### src/hdl/pidmi_pkg.sv
// pidmi_pkg: shared types, constants and helper functions of the pid controller
`default_nettype none

package pidmi_pkg;

  // data format, signed Q16.16
  localparam int DW        = 32;
  localparam int FRAC_BITS = 16;
  localparam int INV_W     = 31;
  localparam int KIND_W    = 2;
  localparam int TRIG_W    = 2;
  localparam int MODE_W    = 3;
  localparam int CFG_IDX_W = 3;

  // sums of two data values, increments and multiplier operand a
  localparam int SUM_W     = DW + 2;
  // 23x - 16p + 5p2 numerator of the third-order increment
  localparam int AB3_W     = DW + 6;
  localparam int AB3_DEN   = 12;
  localparam int DIGIT_W   = 4;
  localparam int DIV_PAD_W = ((AB3_W + DIGIT_W - 1) / DIGIT_W) * DIGIT_W;
  localparam int DIV_STEPS = DIV_PAD_W / DIGIT_W;

  // multiplier magnitudes: |a| stays below 2^(DW+1), |g| at most 2^(DW-1)
  localparam int MAG_A_W = DW + 1;
  localparam int PROD_W  = MAG_A_W + DW;

  localparam logic [DW-1:0] DATA_MAX = {1'b0, {(DW-1){1'b1}}};
  localparam logic [DW-1:0] DATA_MIN = {1'b1, {(DW-1){1'b0}}};
  localparam logic signed [SUM_W-1:0] SUM_MAX = {{(SUM_W-DW+1){1'b0}}, {(DW-1){1'b1}}};
  localparam logic signed [SUM_W-1:0] SUM_MIN = {{(SUM_W-DW+1){1'b1}}, {(DW-1){1'b0}}};
  localparam logic [INV_W-1:0] INV_DT_RST = INV_W'(1) << FRAC_BITS;

  typedef enum logic [KIND_W-1:0] {
    KIND_SAMPLE,
    KIND_CLEAR,
    KIND_PRELOAD
  } kind_t;

  typedef enum logic [TRIG_W-1:0] {
    TRIG_INTEGRATE,
    TRIG_HOLD,
    TRIG_RESET
  } trig_t;

  typedef enum logic [MODE_W-1:0] {
    MODE_NONE,
    MODE_RECT,
    MODE_TRAP,
    MODE_AB2,
    MODE_AB3
  } mode_t;

  typedef enum logic [CFG_IDX_W-1:0] {
    REG_KP,
    REG_KI_DT,
    REG_KD,
    REG_INV_DT,
    REG_INT_MODE,
    REG_STD_FORM,
    REG_CLIP_MIN,
    REG_CLIP_MAX
  } reg_idx_t;

  typedef struct packed {
    logic             start;
    logic [SUM_W-1:0] a;
    logic [DW-1:0]    g;
  } mul_req_t;

  typedef struct packed {
    logic          done;
    logic [DW-1:0] res;
    logic          ovf;
  } mul_rsp_t;

  typedef struct packed {
    logic             start;
    logic [AB3_W-1:0] num;
  } div_req_t;

  typedef struct packed {
    logic             done;
    logic [SUM_W-1:0] quot;
  } div_rsp_t;

  function automatic logic signed [SUM_W-1:0] sext_sum(input logic [DW-1:0] v);
    return {{(SUM_W-DW){v[DW-1]}}, v};
  endfunction

  function automatic logic sum_ovf(input logic signed [SUM_W-1:0] s);
    return (s > SUM_MAX) || (s < SUM_MIN);
  endfunction

  function automatic logic [DW-1:0] sum_sat(input logic signed [SUM_W-1:0] s);
    logic [DW-1:0] r;
    if (s > SUM_MAX) begin
      r = DATA_MAX;
    end else if (s < SUM_MIN) begin
      r = DATA_MIN;
    end else begin
      r = s[DW-1:0];
    end
    return r;
  endfunction

  // halve, rounding toward zero
  function automatic logic signed [SUM_W-1:0] half_tz(input logic signed [SUM_W-1:0] s);
    logic [SUM_W-1:0] t;
    t = s + {{(SUM_W-1){1'b0}}, s[SUM_W-1]};
    return {t[SUM_W-1], t[SUM_W-1:1]};
  endfunction

  // one quotient digit of a divide by twelve: returns {digit, remainder}
  function automatic logic [2*DIGIT_W-1:0] div12_nib(input logic [DIGIT_W-1:0] rem,
                                                     input logic [DIGIT_W-1:0] nib);
    logic [DIGIT_W:0]   t;
    logic [DIGIT_W-1:0] r;
    logic [DIGIT_W-1:0] q;
    r = rem;
    q = '0;
    for (int i = DIGIT_W - 1; i >= 0; i--) begin
      t = {r, nib[i]};
      if (t >= (DIGIT_W+1)'(AB3_DEN)) begin
        r    = DIGIT_W'(t - (DIGIT_W+1)'(AB3_DEN));
        q[i] = 1'b1;
      end else begin
        r = t[DIGIT_W-1:0];
      end
    end
    return {q, r};
  endfunction

endpackage

`default_nettype wire

### src/hdl/pidmi_qmul.sv
// pidmi_qmul: shared two-stage fractional multiplier with truncation and saturation
`default_nettype none

module pidmi_qmul
  import pidmi_pkg::*;
(
  input  logic     clk,
  input  logic     rst,
  input  mul_req_t req,
  output mul_rsp_t rsp
);

  localparam int MAGQ_W = PROD_W - FRAC_BITS;
  localparam logic [MAGQ_W-1:0] MAG_NEG_LIM = {{(MAGQ_W-DW){1'b0}}, 1'b1, {(DW-1){1'b0}}};
  localparam logic [MAGQ_W-1:0] MAG_POS_LIM = {{(MAGQ_W-DW+1){1'b0}}, {(DW-1){1'b1}}};

  logic                v1;
  logic                v2;
  logic                neg1;
  logic                neg2;
  logic [MAG_A_W-1:0]  ma;
  logic [DW-1:0]       mg;
  logic [PROD_W-1:0]   prod;
  logic [SUM_W-1:0]    abs_a;
  logic [DW-1:0]       abs_g;
  logic [MAGQ_W-1:0]   mag;

  assign abs_a = req.a[SUM_W-1] ? SUM_W'(0) - req.a : req.a;
  assign abs_g = req.g[DW-1] ? DW'(0) - req.g : req.g;
  assign mag   = prod[PROD_W-1:FRAC_BITS];

  always_ff @(posedge clk) begin
    if (rst) begin
      v1 <= 1'b0;
      v2 <= 1'b0;
    end else begin
      v1 <= req.start;
      v2 <= v1;
    end
  end

  // stage 1: magnitudes and sign, stage 2: product
  always_ff @(posedge clk) begin
    if (req.start) begin
      ma   <= abs_a[MAG_A_W-1:0];
      mg   <= abs_g;
      neg1 <= req.a[SUM_W-1] ^ req.g[DW-1];
    end
    if (v1) begin
      prod <= PROD_W'(ma) * PROD_W'(mg);
      neg2 <= neg1;
    end
  end

  always_comb begin
    rsp.done = v2;
    rsp.ovf  = 1'b0;
    if (neg2) begin
      if (mag > MAG_NEG_LIM) begin
        rsp.res = DATA_MIN;
        rsp.ovf = 1'b1;
      end else begin
        rsp.res = DW'(0) - mag[DW-1:0];
      end
    end else begin
      if (mag > MAG_POS_LIM) begin
        rsp.res = DATA_MAX;
        rsp.ovf = 1'b1;
      end else begin
        rsp.res = mag[DW-1:0];
      end
    end
  end

endmodule

`default_nettype wire

### config.mk
export PLATFORM = sky130hd
export DESIGN_NAME = pidmi_qmul
export DESIGN_NICKNAME = d
export VERILOG_FILES = /design/src/hdl/pidmi_pkg.sv /design/src/hdl/pidmi_qmul.sv
export SDC_FILE = /design/constraint.sdc
export NUM_CORES = 2
export LEC_CHECK = 0
export BUFFER_PORTS_ARGS = -buffer_cell sky130_fd_sc_hd__buf_2
export CAP_MARGIN = 20
export CORE_UTILIZATION = 30
export CTS_CLUSTER_SIZE = 20
export DETAILED_ROUTE_END_ITERATION = 16
export MAX_ROUTING_LAYER = met4
export PLACE_DENSITY = 0.49
export SLEW_MARGIN = 25
export SYNTH_ARGS = -nofsm -noshare
export SYNTH_HDL_FRONTEND = slang
export SYNTH_SLANG_ARGS = --single-unit
### constraint.sdc
create_clock -name clk -period 9.9 [get_ports clk]
set_input_delay 0.99 -clock clk [delete_from_list [all_inputs] [get_ports clk]]
set_output_delay 0.99 -clock clk [all_outputs]
set_load 0.005 [all_outputs]
# Word-level counts from Yosys, hierarchy flattened
# Index checks and enable logic that the tools add are counted.
# totals
mem_bits_ro	0
input_bits	69
out_inout_bits	34
mem_bits_rw	0
regBits	134
latch_bits	0
wordCells	22
memories	0
# op_classes
shifts	0
div	0
bitwise_logic	1
mux	7
order_cmp	2
reduce_logical	0
eq_ne	0
add_sub_neg	3
n_mul	1
# op_table
cell	n
33-bit two-way mux	2
33-bit by 32-bit multiplier with 65-bit output	1
32-bit two-way mux	2
1-bit by 32-bit subtractor with 32-bit output (first input constant)	2
49-bit by 31-bit greater-than comparator with 1-bit output (second input constant)	1
49-bit by 32-bit greater-than comparator with 1-bit output (second input constant)	1
1-bit by 33-bit subtractor with 33-bit output (first input constant)	1
31-bit two-way mux	1
1-bit two-way mux	2
1-bit bitwise XOR	1

# Logic depth before layout (Yosys ltp)
# depth
ltp_word	3
depth_mapped	28
depth_no_buf	27

# Worst setup path before layout
# OpenSTA, ideal clock, no wires.
# synth_timing
kind	flip-flop to flip-flop
start	reg mg[8]
end	reg prod[57] (data pin)
required_ns	9.639
arrival_time_ns	7.215
path_buffers	1
setup_ns	0.261
synth_period_minus_slack_ns	7.476
path_slack_ns	2.424
stages_incl_launch_ff	28
cell_sequence	edfxtp_1 clkbuf_1 nand2_1 fa_1 inv_1 fa_1 inv_1 fa_1 inv_1 fa_1 inv_1 fa_1 inv_1 fa_1 fa_1 inv_1 fa_1 inv_1 ha_1 nand2_1 nor2_1 and3_1 a221oi_1 a2111oi_0 o21ai_1 o41ai_1 a31o_2 xor2_1
# synth_between
elab_chain_cells	1
# synth_rtl
element	line_no	rtl
start: declaration	pidmi_qmul.sv:22	logic [DW-1:0] mg;
start signal: assignment	pidmi_qmul.sv:46	mg <= abs_g;
33-bit by 32-bit multiplier with 65-bit output	pidmi_qmul.sv:50	prod <= PROD_W'(ma) * PROD_W'(mg);
end signal: assignment	pidmi_qmul.sv:50	
end: declaration	pidmi_qmul.sv:23	logic [PROD_W-1:0] prod;
# Every way passes these cells.
# A chain may end at the register's enable or synchronous reset.

# Worst setup path in the final report
# layout_timing
start	reg mg[3]
end	reg prod[57] (data pin)
# Same word-level chain as after synthesis.

==> load_flow_metrics.sql <==
INSERT INTO impl_metrics (metric_group, metric, value, unit) VALUES
('timing', 'max_clock_freq', '0.109', 'GHz'),
('synth', 'postSynth.topFlopCell', 'sky130_fd_sc_hd__edfxtp_1', ''),
('synth', 'synth-edff-count', '116', ''),
('status', 'outcome', 'finished, final reports clean', ''),
('die', 'die_w', '366', 'um'),
('cts', 'postCtsSetupBuffers', '0', ''),
('place', 'hpwl', '103000', 'um'),
('final_layout', 'flow.area_growth_from_synthesis', '8.47', '%'),
('synth', 'post_synth.cell_area_avg', '9.25', 'sq um'),
('synth', 'netlist_instances', '4288', ''),
('final_layout', 'final_nets', '5552', ''),
('critical_path', 'cp_slowest_stage_delay', '0.92', 'ns'),
('timing', 'setup_viol', '0', ''),
('final_layout', 'fin_util', '32.8', '%'),
('cts', 'clock_sinks', '118', ''),
('timing', 'tns', '0', 'ns'),
('critical_path', 'worstSetupStartpointType', 'flop', ''),
('cts', 'clkSlewWorstSetupHoldPaths', '0.08', 'ns'),
('critical_path', 'criticalPathCategory', 'reg -> reg', ''),
('timing', 'worst_slew_margin_rel', '26.2', '%'),
('cts', 'h-tree-depth', '4', ''),
('worst_hold_path', 'hold_end', 'v2', ''),
('routing', 'drtAntennaViolNets', '0', ''),
('critical_path', 'timing.critical_path.arrival', '9.47', 'ns'),
('timing', 'timing_worst_slew_pin_value', '1.11', 'ns'),
('final_layout', 'layout.cells.most_common_list', 'sky130_fd_sc_hd__inv_1 (955), sky130_fd_sc_hd__fa_1 (925), sky130_fd_sc_hd__nand2_1 (671)', ''),
('timing', 'rsz0062_at_grt', 'no', ''),
('run', 'max_cap_viol_count', '0', ''),
('die', 'die_area', '0.134', 'sq mm'),
('cts', 'clock_insertion_delay_worst_skew', '0.51', 'ns'),
('critical_path', 'endpoint_kind', 'flop', ''),
('synth', 'synth.yosys.warnings', '0', ''),
('cts', 'ctsRootBufferMaster', 'sky130_fd_sc_hd__clkbuf_16', ''),
('critical_path', 'worstReg2RegEnd', 'prod[57]', ''),
('place', 'place.port_buffers', '102', ''),
('place', 'dp_worst_setup_slack', '0.815', 'ns'),
('worst_hold_path', 'min_path_cells', '1', ''),
('synth', 'synth_cell_types', '68', ''),
('die', 'fp.dieH', '366', 'um'),
('timing', 'final.period_utilization', '92.6', '%'),
('critical_path', 'cp_max_fo', '18', ''),
('timing', 'timing_max_transition_violations_final', '0', ''),
('cts', 'total_clock_buffers_created_by_cts', '17', ''),
('critical_path', 'worstReg2RegStart', 'mg[3]', ''),
('routing', 'drt-total-wl', '123000', 'um'),
('global_route', 'grt_start_max_net_pins', '68', ''),
('critical_path', 'ff2ff_setup_slack', '0.73', 'ns'),
('worst_hold_path', 'min-delay-path-class', 'reg -> reg', ''),
('worst_hold_path', 'min_from', 'v1', ''),
('synth', 'syn_nets', '5547', ''),
('critical_path', 'critical_path_required_time', '10.20', 'ns'),
('synth', 'syn-cell-area', '0.0397', 'sq mm'),
('final_layout', 'drive_above_1_share', '6.36', '%'),
('critical_path', 'timing.critical_path.buf_inv', '7', ''),
('final_layout', 'stdcell_area', '0.0430', 'sq mm'),
('global_route', 'grt.total_usage', '19.4', '%'),
('routing', 'routedWlPerCell', '20.3', 'um'),
('critical_path', 'rr_worst_depth', '26', ''),
('die', 'core_area', '0.131', 'sq mm'),
('global_route', 'first_pass_grt_wire_length', '191000', 'um'),
('routing', 'vias_per_cell', '4.72', ''),
('global_route', 'antenna_found_initial', '3', ''),
('synth', 'postSynth.asyncResetShare', '0', '%'),
('synth', 'seq_area_frac_synth', '8.88', '%'),
('timing', 'finalHoldViolCount', '0', ''),
('die', 'initial_core_util', '30.2', '%'),
('cts', 'cts_tree', 'yes', ''),
('critical_path', 'crit_slowest_cell', 'sky130_fd_sc_hd__edfxtp_1', ''),
('critical_path', 'timing.critical_path.mode_cell', 'sky130_fd_sc_hd__fa_1', ''),
('global_route', 'grt_overflow', '0', ''),
('routing', 'detailedRoute.firstPassIterationCount', '5', '');
## final cells by class
class | count | area, sq um
clock inverters | 14 | 149
flip-flops and latches | 118 | 3520
multi-input cells | 2985 | 31700
inverters | 955 | 3580
diodes | 2 | 5.00
repair buffers | 216 | 1440
fillers | 13800 | 88300
well taps | 1755 | 2200
clock buffers | 18 | 429
## worst max path at each step
stage	cells after the start	end	start	slack [ns]
6_report	26	prod[57]	mg[3]	0.73
5_1_grt	26	prod[57]	mg[3]	0.25
4_1_cts	24	prod[57]	ma[14]	0.71
3_5_place_dp	26	prod[57]	mg[3]	0.82
3_3_place_gp	26	prod[57]	mg[3]	0.90
2_1_floorplan	27	prod[57]	mg[8]	2.42
## metal layers
layer,vias up,track usage [%],share of wire [%]
met2,732,30.2,46
li1,12800,-,-
met5,-,-,0
met4,0,4.31,2.0
met3,103,2.31,5.1
met1,15000,26.9,47
## cells by family after synthesis
group | after synthesis | share of synthesized area, %
buf+inv | 1185 | 11.2
simple gates | 1361 | 17.1
fa+ha+maj | 1190 | 55.0
flops | 118 | 8.88
xor+xnor | 113 | 2.49
compound gates | 321 | 5.32
## synthesized netlist by cell type, drive strengths merged, types with 9 or more instances
| cell | instances | area share (%) |
|---|---|---|
| nand4 | 28 | 0.46 |
| nand2b | 9 | 0.14 |
| xnor2 | 83 | 1.8 |
| or4 | 9 | 0.19 |
| a21o | 37 | 0.70 |
| nor3 | 29 | 0.38 |
| a21oi | 78 | 0.98 |
| o21ai | 76 | 0.96 |
| o41ai | 11 | 0.24 |
| and2 | 494 | 7.8 |
| inv | 955 | 9.0 |
| or3 | 23 | 0.40 |
| ha | 265 | 8.4 |
| nand2 | 671 | 6.3 |
| o211ai | 9 | 0.17 |
| o31ai | 20 | 0.41 |
| fa | 925 | 47 |
| xor2 | 30 | 0.66 |
| edfxtp | 116 | 8.8 |
| o311ai | 24 | 0.53 |
| clkbuf | 227 | 2.1 |
| nand3 | 16 | 0.20 |
| nor2 | 42 | 0.40 |
| o21bai | 20 | 0.38 |
| nor4 | 15 | 0.29 |
## registers in the layout (all words and copies together), names as in the netlist
name  flops
neg1      1
v2        1
mg       32
v1        1
neg2      1
prod     49
ma       33
## per-stage QoR
step                      hold slack, ns  std cells
after floorplan                    0.400       4288
after detailed placement           0.454       6023
after global routing               0.485       6061
after CTS                          0.479       6055
final                              0.470       6063
after global placement             0.459       6021
Power is left out: the tool's default activity adds up to more than one toggle a clock period on the data nets, which glitch-free logic cannot reach.
