[config.mk]
export PLATFORM = sky130hd
export DESIGN_NAME = pidmi_div12
export DESIGN_NICKNAME = d
export VERILOG_FILES = /design/src/hdl/pidmi_pkg.sv /design/src/hdl/pidmi_div12.sv
export SDC_FILE = /design/constraint.sdc
export NUM_CORES = 1
export LEC_CHECK = 0
export ABC_AREA = 1
export BUFFER_PORTS_ARGS = -buffer_cell sky130_fd_sc_hd__buf_2
export CAP_MARGIN = 20
export CELL_PAD_IN_SITES_DETAIL_PLACEMENT = 0
export CELL_PAD_IN_SITES_GLOBAL_PLACEMENT = 2
export CORE_MARGIN = 8
export CORE_UTILIZATION = 34
export DETAILED_ROUTE_END_ITERATION = 6
export GPL_TIMING_DRIVEN = 0
export MAX_ROUTING_LAYER = met4
export PLACE_DENSITY_LB_ADDON = 0.1
export REMOVE_ABC_BUFFERS = 1
export SLEW_MARGIN = 0
export SYNTH_ARGS = -nofsm -noshare
export SYNTH_HDL_FRONTEND = slang
export SYNTH_SLANG_ARGS = --single-unit
[constraint.sdc]
create_clock -name clk -period 5.63 [get_ports clk]
set_clock_uncertainty 0.2 [all_clocks]
set_input_delay 0.563 -clock clk [delete_from_list [all_inputs] [get_ports clk]]
set_output_delay 0.563 -clock clk [all_outputs]
set_load 0.01 [all_outputs]
[src/hdl/pidmi_pkg.sv]
// pidmi_pkg: shared types, constants and helper functions of the pid controller
`default_nettype none

package pidmi_pkg;

  // data format, signed Q16.16
  localparam int DW        = 32;
  localparam int FRAC_BITS = 16;
  localparam int INV_W     = 31;
  localparam int KIND_W    = 2;
  localparam int TRIG_W    = 2;
  localparam int MODE_W    = 3;
  localparam int CFG_IDX_W = 3;

  // sums of two data values, increments and multiplier operand a
  localparam int SUM_W     = DW + 2;
  // 23x - 16p + 5p2 numerator of the third-order increment
  localparam int AB3_W     = DW + 6;
  localparam int AB3_DEN   = 12;
  localparam int DIGIT_W   = 4;
  localparam int DIV_PAD_W = ((AB3_W + DIGIT_W - 1) / DIGIT_W) * DIGIT_W;
  localparam int DIV_STEPS = DIV_PAD_W / DIGIT_W;

  // multiplier magnitudes: |a| stays below 2^(DW+1), |g| at most 2^(DW-1)
  localparam int MAG_A_W = DW + 1;
  localparam int PROD_W  = MAG_A_W + DW;

  localparam logic [DW-1:0] DATA_MAX = {1'b0, {(DW-1){1'b1}}};
  localparam logic [DW-1:0] DATA_MIN = {1'b1, {(DW-1){1'b0}}};
  localparam logic signed [SUM_W-1:0] SUM_MAX = {{(SUM_W-DW+1){1'b0}}, {(DW-1){1'b1}}};
  localparam logic signed [SUM_W-1:0] SUM_MIN = {{(SUM_W-DW+1){1'b1}}, {(DW-1){1'b0}}};
  localparam logic [INV_W-1:0] INV_DT_RST = INV_W'(1) << FRAC_BITS;

  typedef enum logic [KIND_W-1:0] {
    KIND_SAMPLE,
    KIND_CLEAR,
    KIND_PRELOAD
  } kind_t;

  typedef enum logic [TRIG_W-1:0] {
    TRIG_INTEGRATE,
    TRIG_HOLD,
    TRIG_RESET
  } trig_t;

  typedef enum logic [MODE_W-1:0] {
    MODE_NONE,
    MODE_RECT,
    MODE_TRAP,
    MODE_AB2,
    MODE_AB3
  } mode_t;

  typedef enum logic [CFG_IDX_W-1:0] {
    REG_KP,
    REG_KI_DT,
    REG_KD,
    REG_INV_DT,
    REG_INT_MODE,
    REG_STD_FORM,
    REG_CLIP_MIN,
    REG_CLIP_MAX
  } reg_idx_t;

  typedef struct packed {
    logic             start;
    logic [SUM_W-1:0] a;
    logic [DW-1:0]    g;
  } mul_req_t;

  typedef struct packed {
    logic          done;
    logic [DW-1:0] res;
    logic          ovf;
  } mul_rsp_t;

  typedef struct packed {
    logic             start;
    logic [AB3_W-1:0] num;
  } div_req_t;

  typedef struct packed {
    logic             done;
    logic [SUM_W-1:0] quot;
  } div_rsp_t;

  function automatic logic signed [SUM_W-1:0] sext_sum(input logic [DW-1:0] v);
    return {{(SUM_W-DW){v[DW-1]}}, v};
  endfunction

  function automatic logic sum_ovf(input logic signed [SUM_W-1:0] s);
    return (s > SUM_MAX) || (s < SUM_MIN);
  endfunction

  function automatic logic [DW-1:0] sum_sat(input logic signed [SUM_W-1:0] s);
    logic [DW-1:0] r;
    if (s > SUM_MAX) begin
      r = DATA_MAX;
    end else if (s < SUM_MIN) begin
      r = DATA_MIN;
    end else begin
      r = s[DW-1:0];
    end
    return r;
  endfunction

  // halve, rounding toward zero
  function automatic logic signed [SUM_W-1:0] half_tz(input logic signed [SUM_W-1:0] s);
    logic [SUM_W-1:0] t;
    t = s + {{(SUM_W-1){1'b0}}, s[SUM_W-1]};
    return {t[SUM_W-1], t[SUM_W-1:1]};
  endfunction

  // one quotient digit of a divide by twelve: returns {digit, remainder}
  function automatic logic [2*DIGIT_W-1:0] div12_nib(input logic [DIGIT_W-1:0] rem,
                                                     input logic [DIGIT_W-1:0] nib);
    logic [DIGIT_W:0]   t;
    logic [DIGIT_W-1:0] r;
    logic [DIGIT_W-1:0] q;
    r = rem;
    q = '0;
    for (int i = DIGIT_W - 1; i >= 0; i--) begin
      t = {r, nib[i]};
      if (t >= (DIGIT_W+1)'(AB3_DEN)) begin
        r    = DIGIT_W'(t - (DIGIT_W+1)'(AB3_DEN));
        q[i] = 1'b1;
      end else begin
        r = t[DIGIT_W-1:0];
      end
    end
    return {q, r};
  endfunction

endpackage

`default_nettype wire

[src/hdl/pidmi_div12.sv]
// pidmi_div12: nibble-serial signed divide by twelve, truncating toward zero
`default_nettype none

module pidmi_div12
  import pidmi_pkg::*;
(
  input  logic     clk,
  input  logic     rst,
  input  div_req_t req,
  output div_rsp_t rsp
);

  localparam int CNT_W = $clog2(DIV_STEPS + 1);

  logic                   busy;
  logic                   done;
  logic                   neg;
  logic [CNT_W-1:0]       cnt;
  logic [DIV_PAD_W-1:0]   work;
  logic [DIGIT_W-1:0]     rem;
  logic [AB3_W-1:0]       mag;
  logic [2*DIGIT_W-1:0]   step;

  assign mag  = req.num[AB3_W-1] ? AB3_W'(0) - req.num : req.num;
  assign step = div12_nib(rem, work[DIV_PAD_W-1 -: DIGIT_W]);

  always_ff @(posedge clk) begin
    if (rst) begin
      busy <= 1'b0;
      done <= 1'b0;
    end else begin
      done <= busy && (cnt == CNT_W'(1));
      if (req.start) begin
        busy <= 1'b1;
      end else if (busy && (cnt == CNT_W'(1))) begin
        busy <= 1'b0;
      end
    end
  end

  // dividend digits leave at the top while quotient digits enter at the bottom
  always_ff @(posedge clk) begin
    if (req.start) begin
      work <= {{(DIV_PAD_W-AB3_W){1'b0}}, mag};
      rem  <= '0;
      neg  <= req.num[AB3_W-1];
      cnt  <= CNT_W'(DIV_STEPS);
    end else if (busy) begin
      work <= {work[DIV_PAD_W-DIGIT_W-1:0], step[2*DIGIT_W-1:DIGIT_W]};
      rem  <= step[DIGIT_W-1:0];
      cnt  <= cnt - CNT_W'(1);
    end
  end

  always_comb begin
    rsp.done = done;
    rsp.quot = neg ? SUM_W'(0) - work[SUM_W-1:0] : work[SUM_W-1:0];
  end

endmodule

`default_nettype wire

## Yosys cells after proc, flatten, opt, wreduce, memory -nomap -nowiden

Index checks and enable logic that the tools add are counted.

- Register bits after elaboration: 51
- Input bits: 41
- Output and inout port bits: 35

- Add/subtract/negate cells: 7
- Order comparisons: 4
- Equality and inequality tests: 1
- Multiplexer cells: 14
- Reduce and logical (&&, ||, !) cells: 3

Operators with widths:

| operator | count |
|---|---|
| 38-bit two-way mux | 3 |
| 1-bit by 38-bit subtractor with 38-bit output, first input constant | 1 |
| 34-bit two-way mux | 1 |
| 1-bit by 34-bit subtractor with 34-bit output, first input constant | 1 |
| 5-bit by 4-bit greater-or-equal comparator with 1-bit output, second input constant | 4 |
| 4-bit two-way mux | 4 |
| 4-bit subtractor, second input constant | 4 |
| 1-bit two-way mux | 6 |
| 4-bit by 1-bit == test with 1-bit output, second input constant | 1 |
| 2-bit nonzero test | 2 |
| 4-bit by 1-bit subtractor with 4-bit output, second input constant | 1 |
| 1-bit logical AND | 1 |

## Logic depth before layout (Yosys ltp)

Gate-level depths: netlist of run 1.

- Depth after elaboration: 10
- Depth in mapped cells: 13

## Least setup slack after synthesis of run 1

OpenSTA, ideal clock, no wires.

- Path type: register -> output
- Start: register work[0]
- End: output rsp[22] (netlist bit)
- Data arrival time: 1.712 ns
- Slack: 3.155 ns
- Stages on the path, launching flop included: 12
- Path buffers: 0
- Path through: edfxtp_1 inv_1 ha_1 inv_1 nor3_2 inv_1 nor2_2 nand3_2 o21ai_2 o21ai_2 a21oi_4 xor2_1

RTL lines:

| element | RTL line | source |
|---|---|---|
| start: declaration | pidmi_div12.sv:19 | `logic [DIV_PAD_W-1:0] work;` |
| start signal: assignment | pidmi_div12.sv:44 | `work <= {{(DIV_PAD_W-AB3_W){1'b0}}, mag};` |
| start signal: assignment | pidmi_div12.sv:49 | `work <= {work[DIV_PAD_W-DIGIT_W-1:0], step[2*DIGIT_W-1:DIGIT_W]};` |
| end: declaration | pidmi_div12.sv:10 | `output div_rsp_t rsp` |

==> results of run 1 <==
## logic make-up (layout without fill, tap and decap cells)
family                   after synthesis  count (layout)  share of synthesized area (%)
adder cells (fa/ha/maj)                5               5                           1.50
buffers and inverters                 98             165                           9.04
flip-flops                            51              51                           33.8
AND/OR/NAND/NOR                      308             308                           33.2
XOR/XNOR                              48              48                           10.1
AO/OA/AOI/OAI                         86              86                           12.5
## metrics by stage
| step | util, % | power [W] |
|---|---|---|
| 2_1_floorplan | - | 0.000695 |
| 3_3_place_gp | 38.8 | 0.000834 |
| 3_5_place_dp | 39.1 | 0.000838 |
| 4_1_cts | 40.4 | 0.00118 |
| 5_1_grt | 40.7 | 0.00124 |
| 6_report | 40.7 | 0.00117 |
## worst max-delay path: stages, from the launching register on
cell	delay [ps]
edfxtp_1	390
inv_1	140
ha_1	160
inv_1	70
nor3_2	150
inv_1	70
nor2_2	140
nand3_2	120
nand2_1	150
nand2_1	120
a21oi_2	180
o21ai_1	120
xor2_1	160
buf_2	140
## registers in the layout (all words and copies together) (netlist names)
register,cells
work,40
cnt,4
rem,4
busy,1
done,1
neg,1
## placed cells by master (no fill, tap or decap), drive strengths merged
master    n
clkinv    1
dfxtp    12
a311oi    1
clkbuf    6
xnor2     4
nand4    12
nor4      6
o22ai     4
o211ai    2
nor3     17
nand2   143
a31oi     3
inv      81
xor2     44
nor2     66
and3      2
nand3    62
a21boi    1
edfxtp   39
buf      77
o21ai    53
ha        5
a21oi    16
a22o      1
o31ai     1
o41ai     2
a22oi     2
## final cells by class
type	count	area share, %
repair buffers	77	8.81
multi-input cells	447	49.0
clock buffers	6	3.07
clock inverters	2	0.359
well taps	147	3.76
inverters	80	6.15
flip-flops and latches	51	28.9
## routing by layer
layer	vias up	global-route usage, %	wire length, µm	part of all wire (%)
li1	2107	-	-	-
met1	1844	20.8	6050	47
met2	98	26.5	5900	46
met5	-	-	0	0
met3	16	2.97	668	5.2
met4	0	4.34	180	1.4
## worst min-delay path by stage
| stage | from | to | slack, ps | depth (start not counted) |
|---|---|---|---|---|
| 3_5_place_dp | work[35] | work[39] | 260 | 1 |
| 3_3_place_gp | work[37] | rem[1] | 260 | 2 |
| 5_1_grt | rst | done | 230 | 2 |
| 4_1_cts | rst | done | 220 | 2 |
| 2_1_floorplan | work[36] | rem[0] | 220 | 2 |
| 6_report | rst | done | 230 | 2 |
## report_power, final
part	leakage [nW]	switching (W)	total, W	internal [W]
combinational	1.63	0.000207	0.000331	0.000123
sequential	0.497	0.0000427	0.000498	0.000455
clock	0.0826	0.000147	0.000342	0.000195
==> impl_results.md, run 1 <==
* Initial DRC count at 260
* Rows at 40
* Finished Cell Area at approximately 5000 µm²
* DR vias at between 4000 and 5000
* Endpoints failing hold at 0
* TritonCTS Buffers at 5
* Cell Area, Synth at 4180 µm²
* DP Area at ~4700 µm²
* GRT Overall Usage at roughly 16%
* Post-route DRC at 0
* Top cells by area, synth: edfxtp_1 28%, nand2_1 12%, xor2_1 9.2%
* Post-synth top area share at 28.0%
* Reg-to-Reg End: work[0]
* Largest net degree at the start of global routing at 44
* Routed WL at approximately 13 mm
* Worst r2r path cells at 12
* FMAX at around 320 MHz
* Ys flop type: edfxtp_1
* Clock sinks at a little over 50
* Post-CTS Resized at 0
* Gate Count Post-Synth at approximately 600
* Top cells by count, synth: 139 x nand2_1, 79 x inv_1, 61 x nor2_1
* CTS root buf: clkbuf_16
* First-pass GRT wire length at between 20 and 25 mm
* Core ar. at about 12000 µm²
* Count of input and output buffers at 75
* Final Max Slew Viols at 0
* Setup CP Type: register to output port
* CP Max Fanout at 3
* Hold WC Path Type: input port to register
* Final min period at ~3200 ps
* Setup repair bufs after CTS at 0
* Tightest Pin Transition at 879 ps
* Share of cells above drive strength 1 at about 18%
* Worst VDD drop at 0.122 mV
* DP Cell Count at 801
* ANT nets after route at 0
* GRT overflow at 0
* GP Congestion at about 0.81
* Total of max-cap violations at 0
* Status: finished, final reports clean
* Post-synthesis async set-or-reset flop share at 0%
* Top-Level Pins at 76
* Final WS setup at approximately 2500 ps
* Synth-to-layout area growth at 16.8%
* Distinct cell type count after synthesis at 40
* Syn_area_per_cell at around 7 µm²
* Post-Place Worst Slack at 2560 ps
* Die width at between 100 and 150 µm
* Die Y at approximately 130 µm
* Die area at between 15000 and 20000 µm²
* DR vias/cell at 5.02
* Fillcell total at approximately 1400
* FF-to-FF Start: rem[2]
* Area of the multi-input gates at around 2400 µm²
* Nets at just over 700
* Initial antenna violation count at 0
* Most numerous cell in the Yosys netlist: nand2_1
* Final hold slack at 229 ps
* Antenna diodes at 0
* Critical path capture point type: output port
* Reg2reg setup slack at about 3600 ps
* CP endpoint: rsp[32]
* Vias in the first global route at between 4000 and 5000
* Sequential fraction of the synthesis area at 33.8%
* Arrival @ worst endpoint at between 2000 and 2500 ps
* Hold buffers post-CTS at 0
* Clock transition at path regs at roughly 80 ps
* Critical Path Start Type: register
* Clk buf depth at 2
* Synth warn at 0
* Number of flops mapped to enable cells by yosys at 39
* Number of synthesized register bits at slightly above 50
* Wirelength per Cell at around 16 µm
* Pwr/cell area at ~240 nW/µm²
* Fin cells at 810
* First drt pass iteration count at 5
* DP HPWL at ~10 mm
* Register Area at about 1400 µm²
* Setup Viol. Count Final at 0
* P_leak at 2.21 nW
* WP data required at 4870 ps
* TNS Setup at 0 ps
* RSZ-0062 raised after global routing: false
* Clk_lat worst skew at 300 ps
* Slew HR at 41.4%
* Max H-tree Level at 2
* CP startpoint: work[0]
* Fin crit share at 56.4%
* Synth area leader: edfxtp_1
* CTS tree: yes
* Starting Density at 34.8%
Power figures use the tool's default switching activity.
==> run 2: changes to the inputs <==
--- a/config.mk
+++ b/config.mk
@@ -5,7 +5,7 @@
 export SDC_FILE = /design/constraint.sdc
 export NUM_CORES = 1
 export LEC_CHECK = 0
-export ABC_AREA = 1
+export ABC_AREA = 0
 export BUFFER_PORTS_ARGS = -buffer_cell sky130_fd_sc_hd__buf_2
 export CAP_MARGIN = 20
 export CELL_PAD_IN_SITES_DETAIL_PLACEMENT = 0
==> constraint.sdc (replaced) <==
create_clock -name clk -period 2.93 [get_ports clk]
set_clock_uncertainty 0.2 [all_clocks]
set_input_delay 0.293 -clock clk [delete_from_list [all_inputs] [get_ports clk]]
set_output_delay 0.293 -clock clk [all_outputs]
set_load 0.01 [all_outputs]
==> run 2 against run 1 <==
The flow now finishes with violations (negative setup slack). Combinational power is 100% higher. Die area is 2.6% lower. Via count is 8.6% lower. Worst hold slack worse by 38 ps. Cell count is 15% lower. Critical path depth is 6 lower. Area after synthesis is 2.9% lower. Core utilization is 1.7 points higher. Wire length is 6.7% lower. Critical path type unchanged. Largest cell class unchanged. Highest routed layer unchanged.
==> impl_results.md, run 2 <==
* Sequential fraction of the synthesis area at 34.8% (+1.0 points)
* DR vias at 3715 (-8.6%)
* Post-synthesis compound-gate area fraction at 19.8% (+7.3 points)
* Post-Synth Adder-Cell Area at 1.54% (+0.045 points)
* Initial DRC count at 201 (-23%)
* Die Y at 125 µm (-1.3%)
* Final min period at approximately 3100 ps
* Synth-to-layout area growth at 23.5%
* Ys flop type: edfxtp_1
* Critical path, cell by cell: inv_1 > ha_2 > or4b_4 > or3_4 > o41ai_4 > xnor2_1 > buf_2
* Flip-flop count of the largest register after layout at 40 (unchanged)
* CP Max Fanout at 3 (unchanged)
* Status: finished, violations left
* Largest net degree at the start of global routing at 56 (+27%)
* P_leak at 1.86 nW (-16%)
* Nets at 588 (-17%)
* Commonest cells after routing, fill and taps aside: 75 x buf_2, 52 x nor2_1, 40 x nand2_1, 39 x edfxtp_1, 36 x xnor2_1
* Clk_lat worst skew at 300 ps (about the same)
* Clock sinks at 51 (unchanged)
* Simple-gate portion of the synthesized area at 24.0% (-9.1 points)
* Most numerous cell in the Yosys netlist: nor2_1
* Slowest stage delay, CP at 500 ps (+110 ps)
* Max H-tree Level at 2 (unchanged)
* Worst VDD drop at 0.199 mV (+63%)
* Total of max-cap violations at 0 (unchanged)
* Vias in the first global route at 3623 (-11%)
* WP data required at 2440 ps (-2430 ps)
* Rows at 40 (unchanged)
* Endpoints failing hold at 0 (unchanged)
* Post-route DRC at 0 (unchanged)
* Mux contribution to synthesized area at 1.48% (+1.5 points)
* Core ar. at 11800 µm² (-1.7%)
* Initial antenna violation count at 0 (unchanged)
* Post-synthesis async set-or-reset flop share at 0% (unchanged)
* Fin crit share at 105%
* Internal power at 0.00156 W (+100%)
* GRT overflow at 0 (unchanged)
* CTS root buf: clkbuf_16
* FMAX at 326 MHz
* Clk buf depth at 2 (unchanged)
* Clk pwr share at 27.7% (-1.5 points)
* Routed WL at 11.9 mm (-6.7%)
* TritonCTS Buffers at 5 (unchanged)
* Hold WC Path Type: input port to register
* Cell Area, Synth at 4060 µm² (-2.9%)
* Final WS setup at -138 ps (-2590 ps)
* DP Area at 4530 µm² (-3.5%)
* DP HPWL at 8.72 mm (-15%)
* Antenna diodes at 0 (unchanged)
* Most flops, register: work
* Pwr/cell area at 460 nW/µm² (+92%)
* Wirelength per Cell at 17.3 µm (+9.5%)
* Sw Ratio at 32.2% (-1.7 points)
* Share of cells above drive strength 1 at 27.4% (+9.8 points)
* CTS tree: yes
* First-pass GRT wire length at 19.4 mm (-6.3%)
* Fin util at 42.4% (+1.7 points)
* GRT Overall Usage at 15.5% (-0.95 points)
* Die area at 15700 µm² (-2.6%)
* First drt pass iteration count at 4 (-1)
* Violated checks: negative setup slack
* Synth warn at 0 (unchanged)
* Biggest regs: work x40, cnt x4, rem x4
* ANT nets after route at 0 (unchanged)
* Top cells by count, synth: 53 x nor2_1, 40 x nand2_1, 39 x edfxtp_1
* Critical Path Start Type: register
* Final Max Slew Viols at 0 (unchanged)
* Critical path capture point type: output port
* Distinct cell type count after synthesis at 58 (+45%)
* Slew HR at 42.4% (+0.99 points)
* Setup Viol. Count Final at 10 (+10)
* Most common cell after layout, fill and taps aside: buf_2
* Largest family of logic cells by synthesized area: simple AND/OR/NAND/NOR gates
* Die width at 125 µm (-1.3%)
* Gate Count Post-Synth at 462 (-22%)
* Comb power frac at 28.9% (+0.6 points)
* Slowest CP cell: or4b_4
* Post-synth top area share at 28.9% (+0.85 points)
* Syn_area_per_cell at 8.79 µm² (+25%)
* Number of flops mapped to enable cells by yosys at 39 (unchanged)
* Finished Cell Area at 5010 µm² (+2.6%)
* Clock transition at path regs at 70 ps (about the same)
* Top-Level Pins at 76 (unchanged)
* Starting Density at 34.4% (-0.45 points)
* DR vias/cell at 5.38 (+7.3%)
* Number of synthesized register bits at 51 (unchanged)
* Xor/xnor share of the synthesized area at 14.0% (+4.0 points)
* GP Congestion at 0.810 (+0.47%)
* Tightest Pin Transition at 863 ps (-16.1 ps)
* Flop pwr share at 43.4% (+0.9 points)
* RSZ-0062 raised after global routing: true
* Count of input and output buffers at 75 (unchanged)
* Arrival @ worst endpoint at 2570 ps (+160 ps)
* Top cells by area, synth: edfxtp_1 29%, xnor2_1 7.8%, xor2_1 6.3%
* Switching power at 0.000743 W (+87%)
* Synth area leader: edfxtp_1
* TNS Setup at -572 ps (-572 ps)
* Setup CP Type: register to output port
==> run 2: changes by cell type in the layout (fill, tap and decap cells not counted), moves of 6 or more <==
| cell | before | now |
|---|---|---|
| o31ai_1 | 1 | 13 |
| o21ai_0 | 37 | 19 |
| xor2_1 | 44 | 29 |
| nand3_1 | 59 | 9 |
| a21oi_1 | 13 | 35 |
| mux2i_1 | 0 | 6 |
| o21ai_1 | 9 | 3 |
| xnor2_1 | 4 | 36 |
| nor2b_1 | 0 | 6 |
| nor2_1 | 61 | 52 |
| nor3_1 | 13 | 7 |
| buf_4 | 0 | 20 |
| inv_1 | 78 | 12 |
| nand2_1 | 139 | 40 |
==> run 2: layout make-up <==
cell class,count,area [µm²]
multi-input combinational,371,2600
timing repair buffer,100,602
inverter,13,48.8
clock buffer,7,154
tap,147,184
fill,1223,6800
sequential,51,1410
clock inverter,1,7.51
==> run 2: worst max-delay path, delay by kind of cell (launching register included) <==
| kind | cells | cell delay (ps) |
|---|---|---|
| XOR/XNOR | 1 | 150 |
| AO/OA/AOI/OAI | 1 | 370 |
| flip-flops | 1 | 420 |
| buffers and inverters | 2 | 230 |
| adder cells (fa/ha/maj) | 1 | 180 |
| AND/OR/NAND/NOR | 2 | 950 |
==> run 2: worst paths after layout <==
kind,slack (ps),endpoint,cells past startpoint,from
setup / recovery,-140,rsp[10],7,work[0]
hold / removal,190,work[35],3,req[35]
setup reg to reg,400,work[0],6,rem[1]
hold reg to reg,300,work[39],2,work[35]
==> run 2: repair_timing <==
action	in CTS	in global routing
setup buffers	7	15
endpoints found under the hold margin	2	0
endpoints found under the setup margin	22	23
pin swaps	5	10
hold buffers	1	0
gates resized for setup	10	19
==> run 2: layer usage <==
layer | up-vias | routed length, µm | share of wire, % | track usage (%)
met5 | - | 0 | 0 | -
met4 | 0 | 99 | 0.83 | 3.08
met3 | 10 | 398 | 3.3 | 2.59
met2 | 56 | 5900 | 49 | 26.5
met1 | 1781 | 5530 | 46 | 18.9
li1 | 1868 | - | - | -
==> run 2: power by group through the flow <==
| stage | logic [W] | registers (W) | clock network (W) |
|---|---|---|---|
| after detailed placement | 0.000605 | 0.00102 | 0 |
| final | 0.000667 | 0.00100 | 0.000638 |
| after global placement | 0.000594 | 0.00102 | 0 |
| after global routing | 0.000744 | 0.00102 | 0.000686 |
| after floorplan | 0.000371 | 0.000976 | 0 |
| after CTS | 0.000637 | 0.00100 | 0.000659 |
==> run 2: logic make-up (layout without fill, tap and decap cells) <==
family | Yosys count | after routing
adder cells (fa/ha/maj) | 5 | 5
multiplexers | 6 | 6
XOR/XNOR | 65 | 65
AO/OA/AOI/OAI | 116 | 116
buffers and inverters | 40 | 121
flip-flops | 51 | 51
AND/OR/NAND/NOR | 179 | 179
==> run 2: per-stage QoR <==
stage	hold slack (ps)	power [W]	setup slack (ps)	std cells
3_3_place_gp	266	0.00162	-538	657
2_1_floorplan	165	0.00135	500	435
6_report	190	0.00231	-138	690
5_1_grt	213	0.00245	-251	690
4_1_cts	191	0.00230	-163	675
3_5_place_dp	274	0.00162	9.72	659
==> run 3: changes to the inputs <==
--- a/config.mk
+++ b/config.mk
@@ -17,6 +17,7 @@
 export MAX_ROUTING_LAYER = met4
 export PLACE_DENSITY_LB_ADDON = 0.1
 export REMOVE_ABC_BUFFERS = 1
+export SKIP_LAST_GASP = 1
 export SLEW_MARGIN = 0
 export SYNTH_ARGS = -nofsm -noshare
 export SYNTH_HDL_FRONTEND = slang
==> run 3 against run 2 <==
The run still ends with negative setup slack left. Cell count is the same. Final area shrank 0.27%. Sequential share of layout area grew 0.078 points. Register-to-register slack is essentially flat. First-iteration DRC count shrank 6.0%. Count of clock-buffer cells in the layout is the same. Critical path type unchanged. Critical endpoint unchanged.
==> impl_results.md, run 3 (same netlist as run 2, synthesis figures left out) <==
* Fin cells at 690 (unchanged)
* Critical path, cell by cell: inv_1 > ha_2 > or4b_4 > or3_4 > o41ai_4 > xnor2_1 > buf_2
* RSZ-0062 raised after global routing: true
* Die Y at 125 µm (unchanged)
* Antenna diodes at 0 (unchanged)
* Critical Path Start Type: register
* Rows at 40 (unchanged)
* Pwr/cell area at 461 nW/µm² (+0.12%)
* Post-route DRC at 0 (unchanged)
* DP Cell Count at 659 (unchanged)
* Setup Viol. Count Final at 10 (unchanged)
* TNS Setup at -597 ps (-25.2 ps)
* Nets at 588 (unchanged)
* Critical path capture point type: output port
* Crit path max-delay family: simple AND/OR/NAND/NOR gates
* Initial antenna violation count at 0 (unchanged)
* Area of the multi-input gates at 2590 µm² (-0.38%)
* Wirelength per Cell at 17.3 µm (-0.18%)
* Initial DRC count at 189 (-6.0%)
* Commonest cells after routing, fill and taps aside: 75 x buf_2, 52 x nor2_1, 40 x nand2_1, 39 x edfxtp_1, 36 x xnor2_1
* Final min period at 3060 ps (-3.61 ps)
* Largest net degree at the start of global routing at 56 (unchanged)
* DR vias/cell at 5.38 (-0.16%)
* Endpoints failing hold at 0 (unchanged)
* Worst VDD drop at 0.199 mV (about the same)
* Slew HR at 42.1% (-0.26 points)
* Most flops, register: work
* Slowest stage delay, CP at 500 ps (about the same)
* Hold WC Path Type: input port to register
* CP Max Fanout at 3 (unchanged)
* Clk buf depth at 2 (unchanged)
* DR vias at 3709 (-0.16%)
* Starting Density at 34.4% (unchanged)
* Total of max-cap violations at 0 (unchanged)
* CTS tree: yes
* Biggest regs: work x40, cnt x4, rem x4
* Count of input and output buffers at 75 (unchanged)
* Synth-to-layout area growth at 23.1%
* Arrival @ worst endpoint at 2570 ps (about the same)
* Die area at 15700 µm² (unchanged)
* First drt pass iteration count at 4 (unchanged)
* ANT nets after route at 0 (unchanged)
* Reg2reg setup slack at 410 ps (about the same)
* Final Max Slew Viols at 0 (unchanged)
* Violated checks: negative setup slack
* Most common cell after layout, fill and taps aside: buf_2
* First-pass GRT wire length at 19.4 mm (unchanged)
* WP data required at 2440 ps (about the same)
* FMAX at 326 MHz (+0.12%)
* Core ar. at 11800 µm² (unchanged)
* Clk_lat worst skew at 300 ps (about the same)
* Flip-flop count of the largest register after layout at 40 (unchanged)
* Buf+Inv Stages, Crit Path at 2 (unchanged)
* GRT overflow at 0 (unchanged)
* Status: finished, violations left
* Fillcell total at 1226 (+0.25%)
* Slowest CP cell: or4b_4
* Final WS setup at -134 ps (+3.62 ps)
* Clock sinks at 51 (unchanged)
* Routed WL at 11.9 mm (-0.18%)
* Register Area at 1410 µm² (unchanged)
* Fin crit share at 105% (-0.12 points)
* P_leak at 1.86 nW (-0.17%)
* Vias in the first global route at 3621 (-0.055%)
* GP Congestion at 0.810 (unchanged)
* TritonCTS Buffers at 5 (unchanged)
* Clock transition at path regs at 70 ps (about the same)
* GRT Overall Usage at 15.5% (unchanged)
* Share of cells above drive strength 1 at 27.1% (-0.37 points)
* DP HPWL at 8.72 mm (unchanged)
* Design Power at 0.00230 W (-0.15%)
* Die width at 125 µm (unchanged)
* Top-Level Pins at 76 (unchanged)
* Setup CP Type: register to output port
* Tightest Pin Transition at 867 ps (+3.86 ps)
* Max H-tree Level at 2 (unchanged)
* CTS root buf: clkbuf_16
[run 3: cell count changes in the layout (fill, tap and decap cells not counted)]
| cell | previous run | this run |
|---|---|---|
| buf_4 | 20 | 21 |
| buf_6 | 1 | 0 |
| nand3_1 | 9 | 10 |
| nand3_2 | 1 | 0 |
| or3_1 | 5 | 6 |
| or3_4 | 3 | 2 |
[run 3: stage by stage]
stage	cell area (µm²)	utilization, %	hold slack [ps]	setup WS (ps)
floorplan	3930	-	165	500
global route	5000	42.3	213	-251
detailed placement	4530	38.3	274	9.72
global placement	4490	38.0	266	-538
CTS	4810	40.8	191	-167
finish	5000	42.3	190	-134
[run 3: path summary, 6_finish.rpt]
path	startpoint	to	cells past startpoint
max	work[0]	rsp[10]	7
min	req[35]	work[35]	3
max reg2reg	rem[1]	work[0]	6
min reg2reg	work[35]	work[39]	2
[run 3: routing by layer]
layer / vias to the layer above / wire length (µm) / GRT usage (%)
li1: 1864 / - / -
met1: 1773 / 5470 / 18.9
met2: 62 / 5940 / 26.5
met3: 10 / 408 / 2.59
met4: 0 / 99 / 3.08
met5: - / 0 / -
[run 3: cell type report]
cell class,count,area share [%]
multi-input combinational,371,51.9
sequential,51,28.2
timing repair buffer,100,12.0
tap,147,3.68
clock buffer,7,3.08
inverter,13,0.976
clock inverter,1,0.150
[run 3: worst reg2reg max path: stages (launching register included)]
cell and delay, ps:
dfxtp_1 440, ha_1 260, nor3b_4 160, nor2b_2 400, o21ai_0 320, a31o_2 310, a31o_2 200
[run 3: repair_timing]
| action | 4_1_cts | 5_1_grt |
|---|---|---|
| setup buffers | 7 | 15 |
| hold endpoints to repair | 2 | 0 |
| hold buffers | 1 | 0 |
| resized for setup | 10 | 16 |
| pin swaps | 4 | 10 |
| endpoints found under the setup margin | 22 | 23 |
[run 3: power by group]
part	internal [W]	switching [W]	leakage (nW)	total, W
registers	0.000877	0.000123	0.487	0.00100
logic	0.000315	0.000350	1.30	0.000665
clock network	0.000370	0.000268	0.0753	0.000637
total	0.00156	0.000741	1.86	0.00230
